--- config.mk ---
export PLATFORM = sky130hd
export DESIGN_NAME = trailing_moving_average_top
export DESIGN_NICKNAME = d
export VERILOG_FILES = /design/src/rtl/tma_pkg.sv /design/src/rtl/tma_div.sv /design/src/rtl/tma_ctrl.sv /design/src/rtl/tma_dp.sv /design/src/rtl/trailing_moving_average_top.sv
export SDC_FILE = /design/constraint.sdc
export NUM_CORES = 2
export LEC_CHECK = 0
export BUFFER_PORTS_ARGS = -buffer_cell sky130_fd_sc_hd__buf_2
export CORE_ASPECT_RATIO = 1.25
export CORE_MARGIN = 2
export CORE_UTILIZATION = 45
export DETAILED_ROUTE_END_ITERATION = 8
export SYNTH_ARGS = -nofsm -noshare
export SYNTH_HDL_FRONTEND = slang
export SYNTH_HIERARCHICAL = 1
export SYNTH_SLANG_ARGS = --single-unit
--- constraint.sdc ---
create_clock -name clk -period 6.39 [get_ports clk]
set_clock_uncertainty 0.2 [all_clocks]
set_input_delay 0.3195 -clock clk [delete_from_list [all_inputs] [get_ports clk]]
set_output_delay 0.3195 -clock clk [all_outputs]
set_load 0.1 [all_outputs]
--- src/rtl/tma_pkg.sv ---
package tma_pkg;

  // Field widths fixed by the item format.
  localparam int PRICE_W   = 32;
  localparam int SUM_W     = 39;
  localparam int LEN_W     = 8;
  localparam int CNT_W     = 8;
  localparam int DIV_STEPS = SUM_W;
  localparam int STEP_W    = $clog2(DIV_STEPS);

  localparam logic [LEN_W-1:0] LEN_RESET = LEN_W'(7);
  localparam logic [CNT_W-1:0] CNT_MAX   = {CNT_W{1'b1}};

  // One input beat.
  typedef struct packed {
    logic [PRICE_W-1:0] close_price;
    logic               restart;
  } tma_in_t;

  // One result beat.
  typedef struct packed {
    logic [PRICE_W-1:0] average;
    logic               average_valid;
  } tma_out_t;

  // Controller states.
  typedef enum logic [1:0] {
    ST_IDLE,
    ST_START,
    ST_DIV,
    ST_FINISH
  } tma_state_t;

  // Commands from the controller to the datapath.
  typedef struct packed {
    logic load_item;
    logic start;
    logic div_step;
    logic finish;
  } tma_cmd_t;

  // Status from the datapath to the controller.
  typedef struct packed {
    logic out_free;
  } tma_sts_t;

endpackage

--- src/rtl/tma_div.sv ---
module tma_div (
  input  logic                     clk,
  input  logic                     load,
  input  logic                     step,
  input  logic [tma_pkg::SUM_W-1:0] dividend,
  input  logic [tma_pkg::LEN_W-1:0] divisor,
  output logic [tma_pkg::SUM_W-1:0] quotient
);
  import tma_pkg::*;

  logic [SUM_W-1:0] quo_r, quo_nxt;
  logic [LEN_W-1:0] rem_r, rem_nxt;
  logic [LEN_W:0]   trial;
  logic             fits;

  // One restoring step: shift in the next dividend bit and try the subtract.
  always_comb begin
    trial   = {rem_r, quo_r[SUM_W-1]};
    fits    = trial >= {1'b0, divisor};
    quo_nxt = {quo_r[SUM_W-2:0], fits};
    if (fits) begin
      rem_nxt = LEN_W'(trial - {1'b0, divisor});
    end else begin
      rem_nxt = trial[LEN_W-1:0];
    end
  end

  // The quotient builds up in the dividend register, one bit per step cycle.
  always_ff @(posedge clk) begin
    if (load) begin
      quo_r <= dividend;
      rem_r <= '0;
    end else if (step) begin
      quo_r <= quo_nxt;
      rem_r <= rem_nxt;
    end
  end

  assign quotient = quo_r;

endmodule

--- src/rtl/tma_ctrl.sv ---
module tma_ctrl (
  input  logic              clk,
  input  logic              rst_n,
  input  logic              in_valid,
  input  tma_pkg::tma_sts_t sts,
  output tma_pkg::tma_cmd_t cmd,
  output logic              in_stall
);
  import tma_pkg::*;

  tma_state_t        state_r, state_nxt;
  logic [STEP_W-1:0] step_r, step_nxt;

  // State and step counter registers.
  always_ff @(posedge clk) begin
    if (!rst_n) begin
      state_r <= ST_IDLE;
      step_r  <= '0;
    end else begin
      state_r <= state_nxt;
      step_r  <= step_nxt;
    end
  end

  // Next state and commands.
  always_comb begin
    state_nxt = state_r;
    step_nxt  = step_r;
    cmd       = '0;
    in_stall  = 1'b1;
    unique case (state_r)
      ST_IDLE: begin
        in_stall = 1'b0;
        if (in_valid) begin
          cmd.load_item = 1'b1;
          state_nxt     = ST_START;
        end
      end
      ST_START: begin
        cmd.start = 1'b1;
        step_nxt  = '0;
        state_nxt = ST_DIV;
      end
      ST_DIV: begin
        cmd.div_step = 1'b1;
        if (step_r == STEP_W'(DIV_STEPS - 1)) begin
          state_nxt = ST_FINISH;
        end else begin
          step_nxt = step_r + 1'b1;
        end
      end
      ST_FINISH: begin
        if (sts.out_free) begin
          cmd.finish = 1'b1;
          state_nxt  = ST_IDLE;
        end
      end
      default: begin
        state_nxt = ST_IDLE;
      end
    endcase
  end

endmodule

--- src/rtl/tma_dp.sv ---
module tma_dp #(
  parameter int MAX_WINDOW = 128
) (
  input  logic                      clk,
  input  logic                      rst_n,
  input  tma_pkg::tma_cmd_t         cmd,
  output tma_pkg::tma_sts_t         sts,
  input  tma_pkg::tma_in_t          in_data,
  input  logic                      cfg_we,
  input  logic [tma_pkg::LEN_W-1:0] cfg_data,
  output logic                      out_valid,
  input  logic                      out_stall,
  output tma_pkg::tma_out_t         out_data
);
  import tma_pkg::*;

  localparam int PTR_W = $clog2(MAX_WINDOW);

  logic [PRICE_W-1:0] ring [MAX_WINDOW];
  logic [PRICE_W-1:0] rd_data_r;
  logic [PRICE_W-1:0] price_r;
  logic [SUM_W-1:0]   sum_r;
  logic [CNT_W-1:0]   count_r;
  logic [PTR_W-1:0]   wp_r;
  logic [LEN_W-1:0]   wl_r;
  logic               valid_r;
  logic               out_valid_r;
  tma_out_t           out_data_r;

  logic [LEN_W-1:0]   len_eff;
  logic [31:0]        wp_ext;
  logic [31:0]        len_ext;
  logic [31:0]        old_ext;
  logic [PTR_W-1:0]   old_idx;
  logic [PTR_W-1:0]   wp_inc;
  logic [SUM_W-1:0]   sum_nxt;
  logic [SUM_W-1:0]   quotient;

  // Effective window: zero counts as one, longer windows clip to the ring size.
  always_comb begin
    if (wl_r == '0) begin
      len_eff = LEN_W'(1);
    end else if (32'(wl_r) > 32'(MAX_WINDOW)) begin
      len_eff = LEN_W'(MAX_WINDOW);
    end else begin
      len_eff = wl_r;
    end
  end

  // Slot of the price that leaves the window, and the next write slot.
  always_comb begin
    wp_ext  = 32'(wp_r);
    len_ext = 32'(len_eff);
    if (wp_ext >= len_ext) begin
      old_ext = wp_ext - len_ext;
    end else begin
      old_ext = wp_ext + 32'(MAX_WINDOW) - len_ext;
    end
    old_idx = old_ext[PTR_W-1:0];
    wp_inc  = (wp_r == PTR_W'(MAX_WINDOW - 1)) ? '0 : wp_r + 1'b1;
  end

  // Running sum after this beat: new price in, leaving one out if window full.
  always_comb begin
    sum_nxt = sum_r + SUM_W'(price_r);
    if (valid_r) begin
      sum_nxt = sum_nxt - SUM_W'(rd_data_r);
    end
  end

  // Price ring; the leaving entry is read when the beat is taken, well
  // before the new price is written back.
  always_ff @(posedge clk) begin
    if (cmd.finish) begin
      ring[wp_r] <= price_r;
    end
    if (cmd.load_item) begin
      rd_data_r <= ring[old_idx];
    end
  end

  // Beat payload and window flag.
  always_ff @(posedge clk) begin
    if (cmd.load_item) begin
      price_r <= in_data.close_price;
    end
    if (cmd.start) begin
      valid_r <= count_r >= len_eff;
    end
  end

  // Window state: register, sum, count and write slot.
  always_ff @(posedge clk) begin
    if (!rst_n) begin
      wl_r    <= LEN_RESET;
      sum_r   <= '0;
      count_r <= '0;
      wp_r    <= '0;
    end else if (cfg_we) begin
      wl_r    <= cfg_data;
      sum_r   <= '0;
      count_r <= '0;
    end else if (cmd.load_item) begin
      if (in_data.restart) begin
        sum_r   <= '0;
        count_r <= '0;
      end
    end else if (cmd.finish) begin
      sum_r <= sum_nxt;
      wp_r  <= wp_inc;
      if (count_r != CNT_MAX) begin
        count_r <= count_r + 1'b1;
      end
    end
  end

  // Serial divider for the mean.
  tma_div u_div (
    .clk      (clk),
    .load     (cmd.start),
    .step     (cmd.div_step),
    .dividend (sum_r),
    .divisor  (len_eff),
    .quotient (quotient)
  );

  // Output register: holds a result until the receiver takes the beat.
  always_ff @(posedge clk) begin
    if (!rst_n) begin
      out_valid_r <= 1'b0;
    end else if (cmd.finish) begin
      out_valid_r <= 1'b1;
    end else if (!out_stall) begin
      out_valid_r <= 1'b0;
    end
  end

  always_ff @(posedge clk) begin
    if (cmd.finish) begin
      out_data_r.average       <= valid_r ? quotient[PRICE_W-1:0] : '0;
      out_data_r.average_valid <= valid_r;
    end
  end

  assign sts.out_free = !out_valid_r || !out_stall;
  assign out_valid    = out_valid_r;
  assign out_data     = out_data_r;

endmodule

--- src/rtl/trailing_moving_average_top.sv ---
// Trailing simple moving average over a stream of unsigned Q16.16 prices.
// Each input beat yields one result beat: the truncated mean of the
// window_length prices that came before it, flagged invalid until that many
// prices of the current series have been seen. Setting restart on a beat, or
// writing window_length, starts a new series. One beat at a time is worked
// on, in order: the leaving price is read from the ring as the beat is taken,
// the divider is started, the bit-serial divider works through the 39-bit sum,
// and the result is written back once the output register is free; the next
// beat can be taken the cycle after that. A result waits in an output register,
// so a stall on the result side only holds the block once a second result is
// ready.
module trailing_moving_average_top #(
  parameter int MAX_WINDOW = 128
) (
  input  logic                      clk,
  input  logic                      rst_n,
  input  logic                      in_valid,
  output logic                      in_stall,
  input  tma_pkg::tma_in_t          in_data,
  output logic                      out_valid,
  input  logic                      out_stall,
  output tma_pkg::tma_out_t         out_data,
  input  logic                      cfg_we,
  input  logic [tma_pkg::LEN_W-1:0] cfg_data
);
  import tma_pkg::*;

  tma_cmd_t cmd;
  tma_sts_t sts;

  // Sequencer.
  tma_ctrl u_ctrl (
    .clk      (clk),
    .rst_n    (rst_n),
    .in_valid (in_valid),
    .sts      (sts),
    .cmd      (cmd),
    .in_stall (in_stall)
  );

  // Ring, running sum, divider and output register.
  tma_dp #(
    .MAX_WINDOW (MAX_WINDOW)
  ) u_dp (
    .clk       (clk),
    .rst_n     (rst_n),
    .cmd       (cmd),
    .sts       (sts),
    .in_data   (in_data),
    .cfg_we    (cfg_we),
    .cfg_data  (cfg_data),
    .out_valid (out_valid),
    .out_stall (out_stall),
    .out_data  (out_data)
  );

endmodule
### Yosys cells after proc, flatten, opt, wreduce, memory -nomap -nowiden

Memory sizes are Yosys's and may differ from the RTL's. A register that Yosys moved wholly into a read port is not among the register bits.
Index checks and enable logic that the tools add are counted.

| storage, ports and cells | value |
|---|---|
| register bits after elaboration | 184 |
| memory bits (writable) | 4,096 |
| bits of input ports | 46 |
| output and inout port bits | 35 |
| logic and storage cells | 89 |
| memories kept | 1 |

| cells by class | value |
|---|---|
| add/subtract/negate cells | 9 |
| order comparisons | 4 |
| equality and inequality tests | 12 |
| multiplexer cells | 32 |
| bitwise operators | 3 |
| reductions and logical operators | 15 |

Memory list:

| name | words | width | rd ports | clocked after memory_dff | write ports | RTL line | RTL |
|---|---|---|---|---|---|---|---|
| u_dp.ring | 128 | 32 | 1 | 1 | 1 | tma_dp.sv:19 | `logic [PRICE_W-1:0] ring [MAX_WINDOW];` |

Operators by type and width:

| operator | count |
|---|---|
| $mux 39 | 6 |
| $mux 8 | 7 |
| $add 39x32->39 | 1 |
| $sub 39x32->39 | 1 |
| $add 7x1->7 const B | 2 |
| $mux 7 | 2 |
| $sub 7x7->7 | 2 |
| $pmux 6 s2 | 1 |
| $mux 1 | 11 |
| $ge 9x8->1 | 1 |
| $reduce_and 3->1 | 3 |
| $add 8x1->8 const B | 1 |
| $ge 7x8->1 | 1 |
| $ge 8x8->1 | 1 |
| $gt 8x8->1 const B | 1 |
| $logic_not 8->1 | 1 |
| $ne 2x2->1 const B | 4 |
| $ne 8x8->1 const B | 1 |
| $pmux 2 s4 | 1 |
| $reduce_bool 2->1 | 4 |
| $sub 8x8->8 | 1 |
| $eq 7x7->1 const B | 1 |
| $add 6x1->6 const B | 1 |
| $eq 6x6->1 const B | 1 |
| 11 further kinds | 19 |

### Longest topological paths before layout

| depth | value |
|---|---|
| depth after elaboration | 6 |
| gate-level depth with buffers | 23 |
| gate-level depth less buffers | 23 |

### Modules after synthesis

Netlist, hierarchy kept.

By module, submodules not included:

| module | instances | cells an instance | area an instance (µm²) | seq. area each (µm²) |
|---|---|---|---|---|
| tma_dp | 1 | 7,237 | 166,023.0 | 127,202.0 |
| tma_div | 1 | 184 | 2,462.4 | 1,331.3 |
| tma_ctrl | 1 | 63 | 514.2 | 160.2 |

### Worst setup path after synthesis

Ideal clock, no wire load.

| timing path | value |
|---|---|
| path type | flip-flop to flip-flop |
| start point | reg u_dp.price_r[4] |
| end point | reg u_dp.sum_r[38] |
| setup time | 114 ps |
| data arrival time | 6,327 ps |
| required time | 6,076 ps |
| setup slack | -251 ps |
| stages on the path, launching flop included | 21 |
| buffers on the path | 0 |
| clock period less this slack | 6,641 ps |
| cells stage by stage | edfxtp_1 ha_1 a21o_1 a221oi_4 o21ai_0 a21bo_2 nor4b_1 a211oi_1 o21a_1 xnor2_1 ha_1 nand4_1 nor3_1 a221oi_1 o2111ai_1 a21oi_1 o31ai_1 or2_2 o31a_1 o211ai_1 a21bo_1 |

| between the ends | value |
|---|---|
| longest elaborated chain between the ends | 5 |

RTL lines:

| item | RTL line | RTL |
|---|---|---|
| from (decl) | tma_dp.sv:21 | `logic [PRICE_W-1:0] price_r;` |
| from (signal assigned) | tma_dp.sv:85 | `price_r <= in_data.close_price;` |
| $add 39x32->39 (*) | tma_dp.sv:65 | `sum_nxt = sum_r + SUM_W'(price_r);` |
| $sub 39x32->39 | tma_dp.sv:67 | `sum_nxt = sum_nxt - SUM_W'(rd_data_r);` |
| $mux 39 (*) | tma_dp.sv:66 | `if (valid_r) begin` |
| $mux 39 (*) | tma_dp.sv:108 | `end else if (cmd.finish) begin` |
| $mux 39 (*) | tma_dp.sv:103 | `end else if (cmd.load_item) begin` |
| to (signal assigned) | tma_dp.sv:109 | `sum_r <= sum_nxt;` |
| to (decl) | tma_dp.sv:22 | `logic [SUM_W-1:0] sum_r;` |

Mark *: on every way between the ends. The rest lies on a longest branch, timed or not. The select of a mux whose other input is x is not followed.
A chain may end at the register's enable or synchronous reset.

### Worst setup path after layout

| timing path | value |
|---|---|
| start point | reg u_dp.price_r[0] |
| end point | reg u_dp.sum_r[35] |

The elaborated chain is that of the path after synthesis.

==> flow_summary.yaml <==
status:
  status: "completed"
run:
  maxCapViolations: 0
layout:
  fillerInstances: 28770
  area_delta_synth_final_pct: 14.02
  post_route_cells_drive_above_1_share: 0.3097
  post-route-cell-area_sq_um: 192700
  fin_nets: 8205
floorplan:
  placement_rows: 251
  placeableCoreArea_sq_um: 373700
  die_height_um: 689.2
  boundaryPins: 81
  die_footprint_sq_um: 380500
  chipWidth_um: 552.1
  floorplan.initialDensity: 0.4522
logic_synthesis:
  async_flop_share: 0
  ys_dominant_reg_cell: "edfxtp_1"
  yosys.area.top_type: "edfxtp_1"
  synth.mux.area_fraction: 0.1825
  synth_enable_flop_cells: 4233
  syn_inst: 7484
  mean_post_synth_cell_area_sq_um: 22.58
  synth.lib_cells_used.distinct: 88
  synth_top_cells_by_count: "edfxtp_1 (4233), mux4_2 (1280), clkbuf_1 (255), nor2_1 (218), nand2_1 (195)"
  synth-adder-area-share: 0.007507
  syn_area_sq_um: 169000
  synth_largest_type_area_fraction: 0.7521
  synth_simple_gate_area_share: 0.01739
  synth_most_common_cell: "edfxtp_1"
  synth_area_in_compound_gates: 0.01622
  synth_top_family_by_area: "multiplexers"
  synth_seq_cells: 4312
  synth.top_cells.by_area: "edfxtp_1 (75%), mux4_2 (17%), dfxtp_1 (0.94%)"
  synth-xor-area-share: 0.004353
  yosysSeqAreaShare: 0.7615
  yosysWarnings: 6
  syn-num-nets: 7629
timing:
  setup_violation_total_in_the_final_timing_report: 0
  final.setup.worst_slack_ps: 265.2
  post_layout_minimum_cycle_time_ps: 6125
  rsz0062_at_grt: "no"
  max-slew-margin-rel: 0.2106
  tns_ps: 0
  hold-worst-slack_ps: 76.29
  tightestPinTransition_ps: 1181
  final_min_period_over_clock_period: 0.9585
  slew_viol_final: 0
  timing.final.hold_violations: 0
  max_clock_freq_mhz: 163.3
routing:
  post_drt_via_cell_ratio: 6.121
  detailedRoute.firstPassIterationCount: 8
  wl_per_cell_um: 33.78
  vias: 81720
  drtAntennaViolNets: 0
  first_iter_violations: 10360
  detail_route.drc_violations: 0
  finalWirelength_um: 451100
placement:
  count_of_buffers_inserted_at_the_top_level_ports: 80
  gpl.final_weighted_congestion: 0.9065
  post_dp_cell_area_sq_um: 178600
  dp_slack_ps: 466.2
  hpwlAfterDp_um: 264300
grt:
  gr-total-overflow: 0
  first_global_vias: 82900
  grtUsageTotal: 0.2349
  initial_antenna_violation_count: 34
  grt_first_pass_wirelength_um: 631000
  maximum_number_of_pins_on_one_net_before_global_route_repair: 96
setup_path:
  critPathKind: "reg -> reg"
  cp-end-kind: "register"
  worst_path_max_delay_cell: "fa_1"
  crit_path_max_fanout: 11
  cpPeakStageDelay_ps: 420
  reg2reg_slack_ps: 270
  critical_path.startpoint_type: "register"
  cp.buffers_inverters: 2
  worstPathCellList: "buf_4 -> ha_1 -> fa_1 -> a21o_1 -> a221oi_4 -> o21ai_2 -> a21bo_2 -> nor4b_1 -> a211oi_1 -> buf_4 -> o21a_1 -> xnor2_1 -> ha_1 -> a21oi_1 -> o21ai_0 -> o31ai_1 -> o211ai_1 -> a21oi_1 -> o21ai_1 -> a41o_1 -> nor4b_2 -> xnor2_1 -> a21oi_1 -> o22ai_1"
  cpLargestDelayFamily: "compound AO/OA/AOI/OAI gates"
  crit_arrival_ps: 6820
  critical_path_required_ps: 7090
  critical_path.most_common_cell: "a21oi_1"
clock_tree:
  cts.sink_count: 4312
  cts-root-to-sink-buffers: 4
  h-tree-depth: 5
  clock_insertion_delay_worst_skew_ps: 960
  worst_setup_hold_path_clk_slew_ps: 70
  tritoncts_clock_tree: "done"
  cts_root_buf: "clkbuf_16"
  cts_buf_count: 403
power_and_ir_drop:
  irDropWorstVdd_mv: 0.2784
  power_density_nw_per_um2: 360.5
  total_power_mw: 69.47
  power_leakage_nw: 60.44
min_path:
  min-delay-path-class: "in -> reg"
-- state kept, by name (all words and copies together), names as in the netlist, 2 cells and up --
register / count
u_dp/sum_r: 39
u_dp/u_div/rem_r: 8
u_dp/wp_r: 7
u_dp/u_div/quotient: 39
u_dp/count_r: 8
u_ctrl/step_r: 6
u_dp/ring: 4096
u_dp/wl_r: 8
u_dp/price_r: 32
u_ctrl/state_r: 2
u_dp/out_data: 33
u_dp/rd_data_r: 32
-- where the power goes --
part	internal (mW)	total [mW]	switching, mW
clock network	13.7	24.0	10.4
logic	4.54	12.2	7.67
registers	33.0	33.2	0.242
-- cells by family (layout without fill, tap and decap cells) --
group                      Yosys count  in the layout
DFF                               4312           4312
muxes                             1469           1469
and+or+nand+nor                    637            637
buffers and inverters              463           1369
AOI/OAI and AO/OA                  420            420
adders and majority gates           99             99
xor gates and xnor gates            84             84
other                                0             28
-- repair_timing --
| item | CTS | global route |
|---|---|---|
| setup buffers | 0 | 0 |
| resized for setup | 0 | 0 |
| hold endpoints to repair | 127 | 0 |
| endpoints found under the setup margin | 0 | 0 |
| hold buffers | 96 | 0 |
-- area by class of cell --
type	count	area, sq um	share of cell area
sequential	4312	128700	0.6678
clock buffer	490	10560	0.05479
clock inverter	245	2462	0.01278
antenna	28	70.07	0.0003636
timing repair buffer	548	4830	0.02506
multi-input combinational	2709	39590	0.2055
tap	4933	6172	0.03203
inverter	86	322.8	0.001675
-- layer usage --
metal | vias up | share of wire | track usage
met2 | 3551 | 0.50 | 0.3952
met4 | 4 | 0.036 | 0.07931
met3 | 616 | 0.072 | 0.03232
li1 | 32920 | - | -
met5 | - | 0.000033 | 0
met1 | 44630 | 0.39 | 0.3169
-- final timing paths --
| path | cells past startpoint | end | start |
|---|---|---|---|
| setup / recovery | 24 | u_dp/sum_r[35] | u_dp/price_r[0] |
| hold / removal | 2 | u_dp/price_r[1] | in_data[2] |
| setup reg to reg | 24 | u_dp/sum_r[35] | u_dp/price_r[0] |
| hold reg to reg | 2 | u_dp/u_div/rem_r[4] | u_dp/u_div/rem_r[4] |
-- cell usage in the layout, fill, tap and decap left out, drive strengths merged, types with 47 or more instances in the layout --
cell type and count:
a21oi 111, buf 452, bufinv 47, clkbuf 490, clkinv 175, dfxtp 79, dlygate4sd3 96, edfxtp 4233
ha 95, inv 98, mux2 102, mux2i 87, mux4 1280, nand2 195, nor2 221, o21ai 128
xnor2 56
-- metrics by stage --
stage	std cells	util
floorplan	7484	-
global placement	12490	0.4780
detailed placement	12490	0.4780
CTS	13320	0.5154
global route	13330	0.5155
finish	13350	0.5156
Power figures use the tool's default switching activity.
